**src/assert_macros.svh**
```systemverilog
// Assertion helpers used by the nearest_marker_assignment RTL.
`ifndef ASSERT_MACROS_SVH
`define ASSERT_MACROS_SVH

// Whenever the antecedent holds, the consequent holds in the same cycle.
`define NMA_ASSERT_IMPL(lbl, clk, rst, ante, cons, msg) \
  lbl: assert property (@(posedge clk) disable iff (rst) (ante) |-> (cons)) \
    else $error(msg);

// Whenever the antecedent holds, the consequent holds in the next cycle.
`define NMA_ASSERT_NEXT(lbl, clk, rst, ante, cons, msg) \
  lbl: assert property (@(posedge clk) disable iff (rst) (ante) |=> (cons)) \
    else $error(msg);

// The expression must never be true.
`define NMA_ASSERT_NEVER(lbl, clk, rst, expr, msg) \
  lbl: assert property (@(posedge clk) disable iff (rst) !(expr)) \
    else $error(msg);

`endif

```
**src/nma_pkg.sv**
```systemverilog
`default_nettype none

package nma_pkg;

  // Sizes fixed by the point and result formats.
  localparam int MAX_POINTS_DEF = 64;
  localparam int PNT_W          = 6;
  localparam int ID_W           = 6;
  localparam int KIND_W         = 3;

  // Result kinds.
  localparam logic [KIND_W-1:0] KIND_FIXED     = 3'd0;
  localparam logic [KIND_W-1:0] KIND_MARKED    = 3'd1;
  localparam logic [KIND_W-1:0] KIND_ASSIGNED  = 3'd2;
  localparam logic [KIND_W-1:0] KIND_NO_MARKER = 3'd3;
  localparam logic [KIND_W-1:0] KIND_STATIC    = 3'd4;

  // Microprogram steps.
  localparam int STEP_W = 3;
  localparam logic [STEP_W-1:0] ST_LOAD      = 3'd0;
  localparam logic [STEP_W-1:0] ST_SCAN_INIT = 3'd1;
  localparam logic [STEP_W-1:0] ST_SCAN_RD   = 3'd2;
  localparam logic [STEP_W-1:0] ST_SCAN_WR   = 3'd3;
  localparam logic [STEP_W-1:0] ST_EMIT_INIT = 3'd4;
  localparam logic [STEP_W-1:0] ST_EMIT      = 3'd5;

  // Jump conditions.
  localparam logic [1:0] C_ALWAYS = 2'd0;
  localparam logic [1:0] C_TRIG   = 2'd1;
  localparam logic [1:0] C_ZERO   = 2'd2;
  localparam logic [1:0] C_LAST   = 2'd3;

  // Read address selection.
  localparam logic [1:0] A_IDX  = 2'd0;
  localparam logic [1:0] A_DEC  = 2'd1;
  localparam logic [1:0] A_INC  = 2'd2;
  localparam logic [1:0] A_ZERO = 2'd3;

  // Index register operations.
  localparam logic [2:0] I_HOLD = 3'd0;
  localparam logic [2:0] I_LAST = 3'd1;
  localparam logic [2:0] I_DEC  = 3'd2;
  localparam logic [2:0] I_INC  = 3'd3;
  localparam logic [2:0] I_CLR  = 3'd4;

  // One control word of the microprogram.
  typedef struct packed {
    logic              in_rdy;
    logic              wait_out;
    logic              fwd_rd;
    logic              bwd_rd;
    logic              bwd_wr;
    logic              emit;
    logic [1:0]        addr_sel;
    logic [2:0]        idx_op;
    logic [1:0]        cond;
    logic [STEP_W-1:0] tgt_t;
    logic [STEP_W-1:0] tgt_f;
  } ucode_t;

  // Status from the datapath to the sequencer.
  typedef struct packed {
    logic trig;
    logic idx_zero;
    logic idx_last;
    logic out_free;
  } seq_cond_t;

  // Gated controls from the sequencer to the datapath.
  typedef struct packed {
    logic       in_rdy;
    logic       fwd_rd;
    logic       bwd_rd;
    logic       bwd_wr;
    logic       emit;
    logic [1:0] addr_sel;
    logic [2:0] idx_op;
  } dp_ctl_t;

  // Entry written while loading: own flags plus nearest earlier neighbours.
  typedef struct packed {
    logic             fixed;
    logic             marked;
    logic [ID_W-1:0]  id;
    logic             pm_v;
    logic [PNT_W-1:0] pm_idx;
    logic [ID_W-1:0]  pm_id;
    logic [PNT_W-1:0] pf;
  } fwd_ent_t;

  // Entry written by the backward scan: nearest later neighbours.
  typedef struct packed {
    logic             nm_v;
    logic [PNT_W-1:0] nm_idx;
    logic [ID_W-1:0]  nm_id;
    logic [PNT_W-1:0] nf;
  } bwd_ent_t;

  // Microprogram store.
  function automatic ucode_t ucode(input logic [STEP_W-1:0] step);
    ucode_t w;
    w = '0;
    unique case (step)
      ST_LOAD: begin
        w.in_rdy = 1'b1;
        w.cond   = C_TRIG;
        w.tgt_t  = ST_SCAN_INIT;
        w.tgt_f  = ST_LOAD;
      end
      ST_SCAN_INIT: begin
        w.idx_op = I_LAST;
        w.cond   = C_ALWAYS;
        w.tgt_t  = ST_SCAN_RD;
        w.tgt_f  = ST_SCAN_RD;
      end
      ST_SCAN_RD: begin
        w.fwd_rd   = 1'b1;
        w.addr_sel = A_IDX;
        w.cond     = C_ALWAYS;
        w.tgt_t    = ST_SCAN_WR;
        w.tgt_f    = ST_SCAN_WR;
      end
      ST_SCAN_WR: begin
        w.bwd_wr   = 1'b1;
        w.fwd_rd   = 1'b1;
        w.addr_sel = A_DEC;
        w.idx_op   = I_DEC;
        w.cond     = C_ZERO;
        w.tgt_t    = ST_EMIT_INIT;
        w.tgt_f    = ST_SCAN_WR;
      end
      ST_EMIT_INIT: begin
        w.fwd_rd   = 1'b1;
        w.bwd_rd   = 1'b1;
        w.addr_sel = A_ZERO;
        w.idx_op   = I_CLR;
        w.cond     = C_ALWAYS;
        w.tgt_t    = ST_EMIT;
        w.tgt_f    = ST_EMIT;
      end
      ST_EMIT: begin
        w.wait_out = 1'b1;
        w.emit     = 1'b1;
        w.fwd_rd   = 1'b1;
        w.bwd_rd   = 1'b1;
        w.addr_sel = A_INC;
        w.idx_op   = I_INC;
        w.cond     = C_LAST;
        w.tgt_t    = ST_LOAD;
        w.tgt_f    = ST_EMIT;
      end
      default: begin
        w.cond  = C_ALWAYS;
        w.tgt_t = ST_LOAD;
        w.tgt_f = ST_LOAD;
      end
    endcase
    return w;
  endfunction

endpackage

`default_nettype wire

```
**src/nma_ifs.sv**
```systemverilog
`default_nettype none

// Point channel.
interface nma_in_if;
  logic                    valid;
  logic                    ready;
  logic                    is_fixed;
  logic                    is_marked;
  logic [nma_pkg::ID_W-1:0] marker_id;
  logic                    last_point;
  modport source (output valid, is_fixed, is_marked, marker_id, last_point,
                  input ready);
  modport sink (input valid, is_fixed, is_marked, marker_id, last_point,
                output ready);
endinterface

// Result channel.
interface nma_out_if;
  logic                       valid;
  logic                       ready;
  logic [nma_pkg::PNT_W-1:0]  point_index;
  logic [nma_pkg::KIND_W-1:0] kind;
  logic [nma_pkg::ID_W-1:0]   assigned_marker;
  logic [nma_pkg::PNT_W-1:0]  lower_bound_index;
  logic [nma_pkg::PNT_W-1:0]  upper_bound_index;
  logic                       is_static;
  logic                       last_result;
  modport source (output valid, point_index, kind, assigned_marker,
                  lower_bound_index, upper_bound_index, is_static, last_result,
                  input ready);
  modport sink (input valid, point_index, kind, assigned_marker,
                lower_bound_index, upper_bound_index, is_static, last_result,
                output ready);
endinterface

// Configuration write channel for the waypoints_present register.
interface nma_cfg_if;
  logic valid;
  logic ready;
  logic data;
  modport source (output valid, data, input ready);
  modport sink (input valid, data, output ready);
endinterface

`default_nettype wire

```
**src/nma_ram.sv**
```systemverilog
`default_nettype none

module nma_ram #(
  parameter int WIDTH = 8,
  parameter int DEPTH = 64
) (
  input  logic                     clk,
  input  logic                     we,
  input  logic [$clog2(DEPTH)-1:0] waddr,
  input  logic [WIDTH-1:0]         wdata,
  input  logic                     re,
  input  logic [$clog2(DEPTH)-1:0] raddr,
  output logic [WIDTH-1:0]         rdata
);

  logic [WIDTH-1:0] mem [DEPTH];

  // One write port and one registered read port.
  always_ff @(posedge clk) begin
    if (we) begin
      mem[waddr] <= wdata;
    end
    if (re) begin
      rdata <= mem[raddr];
    end
  end

endmodule

`default_nettype wire

```
**src/nma_seq.sv**
```systemverilog
`default_nettype none

module nma_seq (
  input  logic               clk,
  input  logic               rst,
  input  nma_pkg::seq_cond_t cond,
  output nma_pkg::dp_ctl_t   ctl
);

  import nma_pkg::*;

  logic [STEP_W-1:0] step;
  logic [STEP_W-1:0] step_next;
  ucode_t            uw;
  logic              go;
  logic              hit;

  // Fetch the control word; a step that waits on the output holds still.
  assign uw = ucode(step);
  assign go = !uw.wait_out || cond.out_free;

  // Jump condition.
  always_comb begin
    unique case (uw.cond)
      C_ALWAYS: hit = 1'b1;
      C_TRIG:   hit = cond.trig;
      C_ZERO:   hit = cond.idx_zero;
      C_LAST:   hit = cond.idx_last;
      default:  hit = 1'b1;
    endcase
  end

  always_comb begin
    if (!go) begin
      step_next = step;
    end else if (hit) begin
      step_next = uw.tgt_t;
    end else begin
      step_next = uw.tgt_f;
    end
  end

  always_ff @(posedge clk) begin
    if (rst) begin
      step <= ST_LOAD;
    end else begin
      step <= step_next;
    end
  end

  // Read, write, emit and index controls, suppressed while the step is held.
  assign ctl.in_rdy   = uw.in_rdy;
  assign ctl.fwd_rd   = uw.fwd_rd && go;
  assign ctl.bwd_rd   = uw.bwd_rd && go;
  assign ctl.bwd_wr   = uw.bwd_wr && go;
  assign ctl.emit     = uw.emit && go;
  assign ctl.addr_sel = uw.addr_sel;
  assign ctl.idx_op   = go ? uw.idx_op : I_HOLD;

endmodule

`default_nettype wire

```
**src/nearest_marker_assignment.sv**
```systemverilog
// Nearest marker assignment for the points of one polyline.
// Points arrive on the pts channel, one transfer per point, with last_point
// set on the final one. After the final point the block runs a backward
// scan over the stored points and then emits one result per point in
// index order on res, one per cycle while res is ready. A line thus takes
// three passes of one point per cycle: load, backward scan and emit.
// pts.ready is high only while loading, so a new line starts once the last
// result has been formed; results are held in an output register, and a
// stall on res freezes the emit pass without losing data.
// Points beyond the store depth are dropped, but a dropped final point still
// starts the scan. The cfg channel writes waypoints_present; it is always
// ready and is meant to be written while no line is in progress.
// Reset clears the register to zero, empties the point count, returns the
// sequencer to loading and drops any pending result. The point stores need
// no clearing.
`default_nettype none
`include "assert_macros.svh"

module nearest_marker_assignment #(
  parameter int MAX_POINTS = nma_pkg::MAX_POINTS_DEF
) (
  input logic      clk,
  input logic      rst,
  nma_cfg_if.sink  cfg,
  nma_in_if.sink   pts,
  nma_out_if.source res
);

  import nma_pkg::*;

  localparam int IDX_W = $clog2(MAX_POINTS);
  localparam int CNT_W = $clog2(MAX_POINTS + 1);
  localparam logic [CNT_W-1:0] CNT_MAX = CNT_W'(MAX_POINTS);
  localparam int FWD_W = $bits(fwd_ent_t);
  localparam int BWD_W = $bits(bwd_ent_t);

  dp_ctl_t    ctl;
  seq_cond_t  cond;

  logic             wp;
  logic [CNT_W-1:0] count;
  logic [CNT_W-1:0] n;
  logic [CNT_W-1:0] n_m1;
  logic [IDX_W-1:0] idx;
  logic [IDX_W-1:0] raddr;
  logic [PNT_W-1:0] i6;
  logic [PNT_W-1:0] p6;

  logic             accept;
  logic             trig;
  logic             room;
  logic             load_we;

  // Running nearest-neighbour registers for the forward and backward passes.
  logic             run_pm_v;
  logic [PNT_W-1:0] run_pm_idx;
  logic [ID_W-1:0]  run_pm_id;
  logic [PNT_W-1:0] run_pf;
  logic             run_nm_v;
  logic [PNT_W-1:0] run_nm_idx;
  logic [ID_W-1:0]  run_nm_id;
  logic [PNT_W-1:0] run_nf;

  fwd_ent_t         fwd_new;
  fwd_ent_t         fwd_q;
  bwd_ent_t         bwd_new;
  bwd_ent_t         bwd_q;
  logic [FWD_W-1:0] fwd_rdata;
  logic [BWD_W-1:0] bwd_rdata;

  // Result computation.
  logic [KIND_W-1:0] kind_c;
  logic [ID_W-1:0]   marker_c;
  logic [PNT_W-1:0]  lo_c;
  logic [PNT_W-1:0]  hi_c;
  logic [PNT_W-1:0]  dist_p;
  logic [PNT_W-1:0]  dist_n;
  logic [PNT_W-1:0]  lo_max;
  logic [PNT_W-1:0]  hi_min;

  // Output register.
  logic              out_valid;
  logic [PNT_W-1:0]  out_index;
  logic [KIND_W-1:0] out_kind;
  logic [ID_W-1:0]   out_marker;
  logic [PNT_W-1:0]  out_lo;
  logic [PNT_W-1:0]  out_hi;
  logic              out_static;
  logic              out_last;

  // Sequencer.
  nma_seq u_seq (
    .clk  (clk),
    .rst  (rst),
    .cond (cond),
    .ctl  (ctl)
  );

  assign accept = pts.valid && pts.ready;
  assign trig   = accept && pts.last_point;
  assign room   = count < CNT_MAX;
  assign load_we = accept && room;
  assign n_m1   = n - CNT_W'(1);

  assign pts.ready     = ctl.in_rdy;
  assign cond.trig     = trig;
  assign cond.idx_zero = idx == '0;
  assign cond.idx_last = idx == n_m1[IDX_W-1:0];
  assign cond.out_free = !out_valid || res.ready;

  // Configuration register.
  assign cfg.ready = 1'b1;

  always_ff @(posedge clk) begin
    if (rst) begin
      wp <= 1'b0;
    end else if (cfg.valid) begin
      wp <= cfg.data;
    end
  end

  // Forward entry of the incoming point.
  assign p6 = PNT_W'(count[IDX_W-1:0]);

  always_comb begin
    fwd_new.fixed  = pts.is_fixed;
    fwd_new.marked = pts.is_marked;
    fwd_new.id     = pts.marker_id;
    if (pts.is_fixed) begin
      fwd_new.pf = p6;
    end else if (count == '0) begin
      fwd_new.pf = '0;
    end else begin
      fwd_new.pf = run_pf;
    end
    if (pts.is_marked) begin
      fwd_new.pm_v   = 1'b1;
      fwd_new.pm_idx = p6;
      fwd_new.pm_id  = pts.marker_id;
    end else if (count == '0) begin
      fwd_new.pm_v   = 1'b0;
      fwd_new.pm_idx = '0;
      fwd_new.pm_id  = '0;
    end else begin
      fwd_new.pm_v   = run_pm_v;
      fwd_new.pm_idx = run_pm_idx;
      fwd_new.pm_id  = run_pm_id;
    end
  end

  // Point count and line length.
  always_ff @(posedge clk) begin
    if (rst) begin
      count <= '0;
      n     <= '0;
    end else if (trig) begin
      count <= '0;
      n     <= count + CNT_W'(room);
    end else if (load_we) begin
      count <= count + CNT_W'(1);
    end
  end

  always_ff @(posedge clk) begin
    if (load_we) begin
      run_pm_v   <= fwd_new.pm_v;
      run_pm_idx <= fwd_new.pm_idx;
      run_pm_id  <= fwd_new.pm_id;
      run_pf     <= fwd_new.pf;
    end
  end

  // Index register.
  always_ff @(posedge clk) begin
    unique case (ctl.idx_op)
      I_HOLD:  idx <= idx;
      I_LAST:  idx <= n_m1[IDX_W-1:0];
      I_DEC:   idx <= idx - IDX_W'(1);
      I_INC:   idx <= idx + IDX_W'(1);
      I_CLR:   idx <= '0;
      default: idx <= idx;
    endcase
  end

  // Shared read address of both stores.
  always_comb begin
    unique case (ctl.addr_sel)
      A_IDX:   raddr = idx;
      A_DEC:   raddr = idx - IDX_W'(1);
      A_INC:   raddr = idx + IDX_W'(1);
      A_ZERO:  raddr = '0;
      default: raddr = idx;
    endcase
  end

  nma_ram #(.WIDTH(FWD_W), .DEPTH(MAX_POINTS)) u_fwd_ram (
    .clk   (clk),
    .we    (load_we),
    .waddr (count[IDX_W-1:0]),
    .wdata (fwd_new),
    .re    (ctl.fwd_rd),
    .raddr (raddr),
    .rdata (fwd_rdata)
  );

  assign fwd_q = fwd_ent_t'(fwd_rdata);
  assign i6    = PNT_W'(idx);

  // Backward entry from the stored flags and the later neighbours.
  always_comb begin
    bwd_new.nf = fwd_q.fixed ? i6 : run_nf;
    if (fwd_q.marked) begin
      bwd_new.nm_v   = 1'b1;
      bwd_new.nm_idx = i6;
      bwd_new.nm_id  = fwd_q.id;
    end else begin
      bwd_new.nm_v   = run_nm_v;
      bwd_new.nm_idx = run_nm_idx;
      bwd_new.nm_id  = run_nm_id;
    end
  end

  // The scan starts at the last point with no later marked point and the
  // last index standing in for a missing later fixed point.
  always_ff @(posedge clk) begin
    if (ctl.idx_op == I_LAST) begin
      run_nm_v   <= 1'b0;
      run_nm_idx <= '0;
      run_nm_id  <= '0;
      run_nf     <= PNT_W'(n_m1[IDX_W-1:0]);
    end else if (ctl.bwd_wr) begin
      run_nm_v   <= bwd_new.nm_v;
      run_nm_idx <= bwd_new.nm_idx;
      run_nm_id  <= bwd_new.nm_id;
      run_nf     <= bwd_new.nf;
    end
  end

  nma_ram #(.WIDTH(BWD_W), .DEPTH(MAX_POINTS)) u_bwd_ram (
    .clk   (clk),
    .we    (ctl.bwd_wr),
    .waddr (idx),
    .wdata (bwd_new),
    .re    (ctl.bwd_rd),
    .raddr (raddr),
    .rdata (bwd_rdata)
  );

  assign bwd_q = bwd_ent_t'(bwd_rdata);

  // Classification of one point; the later marked point wins a tie.
  assign dist_p = i6 - fwd_q.pm_idx;
  assign dist_n = bwd_q.nm_idx - i6;
  assign lo_max = (fwd_q.pm_idx > fwd_q.pf) ? fwd_q.pm_idx : fwd_q.pf;
  assign hi_min = (bwd_q.nm_idx < bwd_q.nf) ? bwd_q.nm_idx : bwd_q.nf;

  always_comb begin
    kind_c   = KIND_NO_MARKER;
    marker_c = '0;
    lo_c     = '0;
    hi_c     = '0;
    priority if (!wp) begin
      kind_c = KIND_STATIC;
    end else if (fwd_q.fixed) begin
      kind_c = KIND_FIXED;
    end else if (fwd_q.marked) begin
      kind_c   = KIND_MARKED;
      marker_c = fwd_q.id;
    end else if (fwd_q.pm_v && bwd_q.nm_v) begin
      kind_c   = KIND_ASSIGNED;
      marker_c = (dist_p < dist_n) ? fwd_q.pm_id : bwd_q.nm_id;
      lo_c     = lo_max;
      hi_c     = hi_min;
    end else if (fwd_q.pm_v) begin
      kind_c   = KIND_ASSIGNED;
      marker_c = fwd_q.pm_id;
      lo_c     = lo_max;
      hi_c     = bwd_q.nf;
    end else if (bwd_q.nm_v) begin
      kind_c   = KIND_ASSIGNED;
      marker_c = bwd_q.nm_id;
      lo_c     = fwd_q.pf;
      hi_c     = hi_min;
    end else begin
      kind_c = KIND_NO_MARKER;
    end
  end

  // Output register: filled on emit, emptied by a transfer.
  always_ff @(posedge clk) begin
    if (rst) begin
      out_valid <= 1'b0;
    end else if (ctl.emit) begin
      out_valid <= 1'b1;
    end else if (res.ready) begin
      out_valid <= 1'b0;
    end
  end

  always_ff @(posedge clk) begin
    if (ctl.emit) begin
      out_index  <= i6;
      out_kind   <= kind_c;
      out_marker <= marker_c;
      out_lo     <= lo_c;
      out_hi     <= hi_c;
      out_static <= !wp;
      out_last   <= cond.idx_last;
    end
  end

  assign res.valid             = out_valid;
  assign res.point_index       = out_index;
  assign res.kind              = out_kind;
  assign res.assigned_marker   = out_marker;
  assign res.lower_bound_index = out_lo;
  assign res.upper_bound_index = out_hi;
  assign res.is_static         = out_static;
  assign res.last_result       = out_last;

  // The point count never runs past the store depth.
  `NMA_ASSERT_NEVER(a_count_range, clk, rst, count > CNT_MAX, "point count beyond store depth")

  // While a result other than the last one is pending, no point is taken.
  `NMA_ASSERT_IMPL(a_no_load_midline, clk, rst, res.valid && !res.last_result, !pts.ready, "point taken during emit pass")

  // The backward scan writes only entries of the current line.
  `NMA_ASSERT_IMPL(a_scan_in_line, clk, rst, ctl.bwd_wr, CNT_W'(idx) < n, "scan write beyond line")

  // Emitting the last point leaves a pending result marked last.
  `NMA_ASSERT_NEXT(a_last_marked, clk, rst, ctl.emit && cond.idx_last, out_valid && out_last, "last result not flagged")

endmodule

`default_nettype wire

```
**src/flat_wrapper.sv**
```systemverilog
// flat-port wrapper written by rule: the top's interface ports become plain ports
module nearest_marker_assignment_flat import nma_pkg::*;
#(
  parameter int MAX_POINTS = nma_pkg::MAX_POINTS_DEF
)
  (clk, rst, cfg_valid, cfg_data, cfg_ready, pts_valid, pts_is_fixed, pts_is_marked, pts_marker_id, pts_last_point, pts_ready, res_valid, res_point_index, res_kind, res_assigned_marker, res_lower_bound_index, res_upper_bound_index, res_is_static, res_last_result, res_ready);
  nma_cfg_if cfg_i ();
  nma_in_if pts_i ();
  nma_out_if res_i ();
  input logic clk;
  input logic rst;
  input wire logic [$bits(cfg_i.valid)-1:0] cfg_valid;
  input wire logic [$bits(cfg_i.data)-1:0] cfg_data;
  output wire logic [$bits(cfg_i.ready)-1:0] cfg_ready;
  input wire logic [$bits(pts_i.valid)-1:0] pts_valid;
  input wire logic [$bits(pts_i.is_fixed)-1:0] pts_is_fixed;
  input wire logic [$bits(pts_i.is_marked)-1:0] pts_is_marked;
  input wire logic [$bits(pts_i.marker_id)-1:0] pts_marker_id;
  input wire logic [$bits(pts_i.last_point)-1:0] pts_last_point;
  output wire logic [$bits(pts_i.ready)-1:0] pts_ready;
  output wire logic [$bits(res_i.valid)-1:0] res_valid;
  output wire logic [$bits(res_i.point_index)-1:0] res_point_index;
  output wire logic [$bits(res_i.kind)-1:0] res_kind;
  output wire logic [$bits(res_i.assigned_marker)-1:0] res_assigned_marker;
  output wire logic [$bits(res_i.lower_bound_index)-1:0] res_lower_bound_index;
  output wire logic [$bits(res_i.upper_bound_index)-1:0] res_upper_bound_index;
  output wire logic [$bits(res_i.is_static)-1:0] res_is_static;
  output wire logic [$bits(res_i.last_result)-1:0] res_last_result;
  input wire logic [$bits(res_i.ready)-1:0] res_ready;
  assign cfg_i.valid = cfg_valid;
  assign cfg_i.data = cfg_data;
  assign cfg_ready = cfg_i.ready;
  assign pts_i.valid = pts_valid;
  assign pts_i.is_fixed = pts_is_fixed;
  assign pts_i.is_marked = pts_is_marked;
  assign pts_i.marker_id = pts_marker_id;
  assign pts_i.last_point = pts_last_point;
  assign pts_ready = pts_i.ready;
  assign res_valid = res_i.valid;
  assign res_point_index = res_i.point_index;
  assign res_kind = res_i.kind;
  assign res_assigned_marker = res_i.assigned_marker;
  assign res_lower_bound_index = res_i.lower_bound_index;
  assign res_upper_bound_index = res_i.upper_bound_index;
  assign res_is_static = res_i.is_static;
  assign res_last_result = res_i.last_result;
  assign res_i.ready = res_ready;
  nearest_marker_assignment #(.MAX_POINTS(MAX_POINTS)) u_core (.clk(clk), .rst(rst), .cfg(cfg_i), .pts(pts_i), .res(res_i));
endmodule
```
**config.mk**
```make
export PLATFORM = sky130hd
export DESIGN_NAME = nearest_marker_assignment_flat
export DESIGN_NICKNAME = d
export VERILOG_FILES = /design/src/nma_pkg.sv /design/src/nma_ifs.sv /design/src/nma_ram.sv /design/src/nma_seq.sv /design/src/nearest_marker_assignment.sv /design/src/flat_wrapper.sv
export VERILOG_INCLUDE_DIRS = /design/src /design/src/src
export SDC_FILE = /design/constraint.sdc
export NUM_CORES = 2
export LEC_CHECK = 0
export BUFFER_PORTS_ARGS = -buffer_cell sky130_fd_sc_hd__buf_2
export CAP_MARGIN = 30
export CORE_AREA = 2 2 671 607
export DETAILED_ROUTE_END_ITERATION = 8
export DIE_AREA = 0 0 673 609
export PLACE_DENSITY = 0.54
export SETUP_SLACK_MARGIN = 0.15
export SLEW_MARGIN = 15
export SYNTH_ARGS = -nofsm -noshare
export SYNTH_HDL_FRONTEND = slang
export SYNTH_SLANG_ARGS = --single-unit
```
**constraint.sdc**
```tcl
create_clock -name clk -period 11.5 [get_ports clk]
set_clock_uncertainty 0.15 [all_clocks]
set_input_delay 2.3 -clock clk [delete_from_list [all_inputs] [get_ports clk]]
set_output_delay 2.3 -clock clk [all_outputs]
set_load 0.05 [all_outputs]
```
==> flow_metrics.env <==
export IMPL_async_flop_share=0
export IMPL_cp_max_fo=46
export IMPL_whs_endpoint="u_core.run_nm_v"
export IMPL_post_cts_buffers=0
export IMPL_yosys_warnings=0
export IMPL_dpl_cell_area_sq_mm=0.1324
export IMPL_antenna_found_initial=33
export IMPL_maxSlewViolCount=0
export IMPL_drtIter0Drc=7906
export IMPL_cts_tree="done"
export IMPL_routed_wl_mm=344.8
export IMPL_area_growth_pct=14.99
export IMPL_post_route_period_util=0.5134
export IMPL_endpoint_kind="register"
export IMPL_period_minus_slack_ns=5.904
export IMPL_min_path_cells=2
export IMPL_r2r_end="u_core.u_bwd_ram.rdata[4]"
export IMPL_synth_top_area_share=0.7360
export IMPL_clock_fmax_ghz=0.1694
export IMPL_hold_start="u_core.run_nm_v"
export IMPL_gr_total_overflow=0
export IMPL_cp_arrival_ns=6.54
export IMPL_design_area_sq_mm=0.1431
export IMPL_die_w_um=673
export IMPL_synthTopCellsByCount="edfxtp_1 (3050), nand2_1 (1552), mux2i_1 (1302), nand3_1 (1132), buf_2 (241)"
export IMPL_r2r_slack_ns=5.60
export IMPL_maxCapViolations=0
export IMPL_multi_input_area_sq_mm=0.03055
export IMPL_netlist_area_sq_mm=0.1244
export IMPL_grt_pass1_vias=68507
export IMPL_io_buffers=45
export IMPL_ys_seq_area_frac=0.7410
export IMPL_setup_viol=0
export IMPL_fin_cells=14094
export IMPL_rr_startpoint="u_core.i6[1]"
export IMPL_via_per_inst=5.038
export IMPL_die_h_um=609
export IMPL_wl_per_cell_um=24.46
export IMPL_fill_cells=38061
export IMPL_p_comb_frac=0.154
export IMPL_path_class="reg2reg"
export IMPL_clock_path_buffers=4
export IMPL_reg2regPathDepth=11
export IMPL_layout_nets=8479
export IMPL_critPathRequiredTime_ns=12.13
export IMPL_grt_pass1_wl_mm=489.9
export IMPL_p_int_mw=19.98
export IMPL_grt_usage=0.1622
export IMPL_rsz0062_at_grt="no"
export IMPL_top_layer_used="met5"
export IMPL_first_pass_iters=6
export IMPL_drive_above_1_share=0.1073
export IMPL_cts_max_level=5
export IMPL_wl_met3_mm=22.87
export IMPL_status="completed"
export IMPL_max_slew_worst_pin_slew_ns=1.225
export IMPL_clock_sinks=3081
export IMPL_ff_latch_area_sq_mm=0.09221
export IMPL_hpwl_mm=197.0
export IMPL_share_seq_of_total_power=0.471
export IMPL_setup_ws_ns=5.596
export IMPL_syn_avg_cell_area_sq_um=14.95
export IMPL_clock_latency_ns=0.94
export IMPL_synth_distinct_cells=61
export IMPL_row_count=222
export IMPL_ys_seq_elements=3081
export IMPL_cts_hold_buf=0
export IMPL_powerDensity_mw_per_mm2=191.1
export IMPL_hold_viol_final=0
export IMPL_yosys_top_cells_area="edfxtp_1 (74%), mux2i_1 (10%), nand2_1 (4.7%)"
export IMPL_timing_hold_ws_ns=0.3240
export IMPL_wl_met1_mm=147.1
export IMPL_routed_via_count=71009
export IMPL_slew_headroom=0.1831
export IMPL_synth_top_cell_by_area="edfxtp_1"
export IMPL_synth_flop_cell="edfxtp_1"
export IMPL_dieArea_sq_mm=0.4099
export IMPL_ios=47
export IMPL_peakVddDrop_mv=0.1432
export IMPL_sw_frac_of_total=0.2695
export IMPL_wl_met2_mm=163.5
export IMPL_gp_congestion=0.8210
export IMPL_synth_most_common_cell="edfxtp_1"
export IMPL_cts_buffers=331
export IMPL_cp_start_kind="register"
export IMPL_clockPowerShare=0.375
export IMPL_path_clk_slew_ns=0.06
export IMPL_hp_class="reg2reg"
export IMPL_grt_max_degree=167
export IMPL_syn_inst=8324
export IMPL_route_detailed_drc=0
export IMPL_p_leak_nw=49.58
export IMPL_antenna_left=0
export IMPL_dp_cells=13459
export IMPL_cts_root_buf="clkbuf_16"
export IMPL_place_ws_ns=5.659
export IMPL_coreArea_sq_mm=0.4036
export IMPL_cts_resized=0
export IMPL_p_sw_mw=7.372
export IMPL_synthesis_nets=8375
export IMPL_start_util=0.3083
export IMPL_synth_edf_count=3050
export IMPL_tns_ns=0
[layout make-up]
| cell class | instances | share of cell area |
|---|---|---|
| Inverter | 36 | 0.0009444 |
| Sequential cell | 3081 | 0.6444 |
| Antenna cell | 24 | 0.0004197 |
| Clock buffer | 427 | 0.06210 |
| Clock inverter | 172 | 0.01007 |
| Timing Repair Buffer | 290 | 0.02155 |
| Multi-Input combinational cell | 4688 | 0.2135 |
| Tap cell | 5376 | 0.04701 |
[state kept, by name, summed over array words and instances (netlist names), 7 cells and up]
signal,flops
u_core.u_fwd_ram.mem,1728
u_core.u_bwd_ram.mem,1216
u_core.u_fwd_ram.rdata,27
u_core.u_bwd_ram.rdata,19
u_core.count,7
[cells by family (layout without fill, tap and decap cells)]
family	Yosys count	in the layout	synth area share
flip-flops	3081	3081	0.7410
adder cells (fa/ha/maj)	36	36	0.003740
AND/OR/NAND/NOR	2973	2973	0.1049
buffers and inverters	555	925	0.02110
AO/OA/AOI/OAI	323	323	0.02041
other	1	25	0.00003014
XOR/XNOR	34	34	0.002393
multiplexers	1321	1321	0.1065
[power groups by stage]
stage                     registers (mW)  clock network [mW]  logic [mW]
final                               12.9                10.3        4.21
after global routing                12.9                10.9        4.52
after CTS                           12.9                10.5        4.23
after detailed placement            13.1                   0        4.22
after global placement              13.1                   0        4.12
after floorplan                     13.1                   0        2.73
[critical path, stage by stage, from the launching register on]
cell,delay (ns)
edfxtp_1,0.76
inv_1,0.32
ha_1,0.44
nor2_1,0.07
a211oi_1,0.49
a21o_4,0.64
buf_4,0.69
buf_4,0.73
mux2i_1,0.28
mux2i_1,0.15
a32oi_1,0.63
and4_1,0.30
[metrics by stage]
stage / util / power [mW]
global placement: 0.3258 / 17.23
detailed placement: 0.3281 / 17.33
global route: 0.3545 / 28.27
CTS: 0.3537 / 27.56
finish: 0.3545 / 27.35
floorplan: - / 15.80
[worst max-delay path by stage]
stage / from / to / slack (ns) / cells past startpoint
2_1_floorplan: pts_is_fixed / u_core.run_pf[1] / 5.57 / 2
3_3_place_gp: pts_valid / u_core.u_fwd_ram.mem[22][15] / 5.03 / 6
3_5_place_dp: u_core.i6[1] / u_core.u_bwd_ram.rdata[4] / 5.66 / 11
4_1_cts: u_core.i6[1] / u_core.u_bwd_ram.rdata[4] / 5.60 / 11
5_1_grt: u_core.i6[1] / u_core.u_bwd_ram.rdata[4] / 5.34 / 11
6_report: u_core.i6[1] / u_core.u_bwd_ram.rdata[4] / 5.60 / 11
[per-layer routing]
layer | global-route usage | vias to the layer above
met5 | 0 | -
met2 | 0.2645 | 2549
met4 | 0.05398 | 14
met3 | 0.02406 | 532
met1 | 0.2215 | 36288
li1 | - | 31626
[cells in the final DEF (no fill, tap or decap), types with 68 or more instances in the layout]
master | Yosys | final
a32oi_1 | 185 | 185
buf_4 | 44 | 178
clkbuf_1 | 204 | 83
clkbuf_16 | 0 | 341
clkinv_1 | 2 | 79
edfxtp_1 | 3050 | 3050
mux2i_1 | 1302 | 1302
nand2_1 | 1552 | 1551
nand3_1 | 1132 | 1132
nor2_4 | 0 | 68
(Power assumes the default switching activity.)
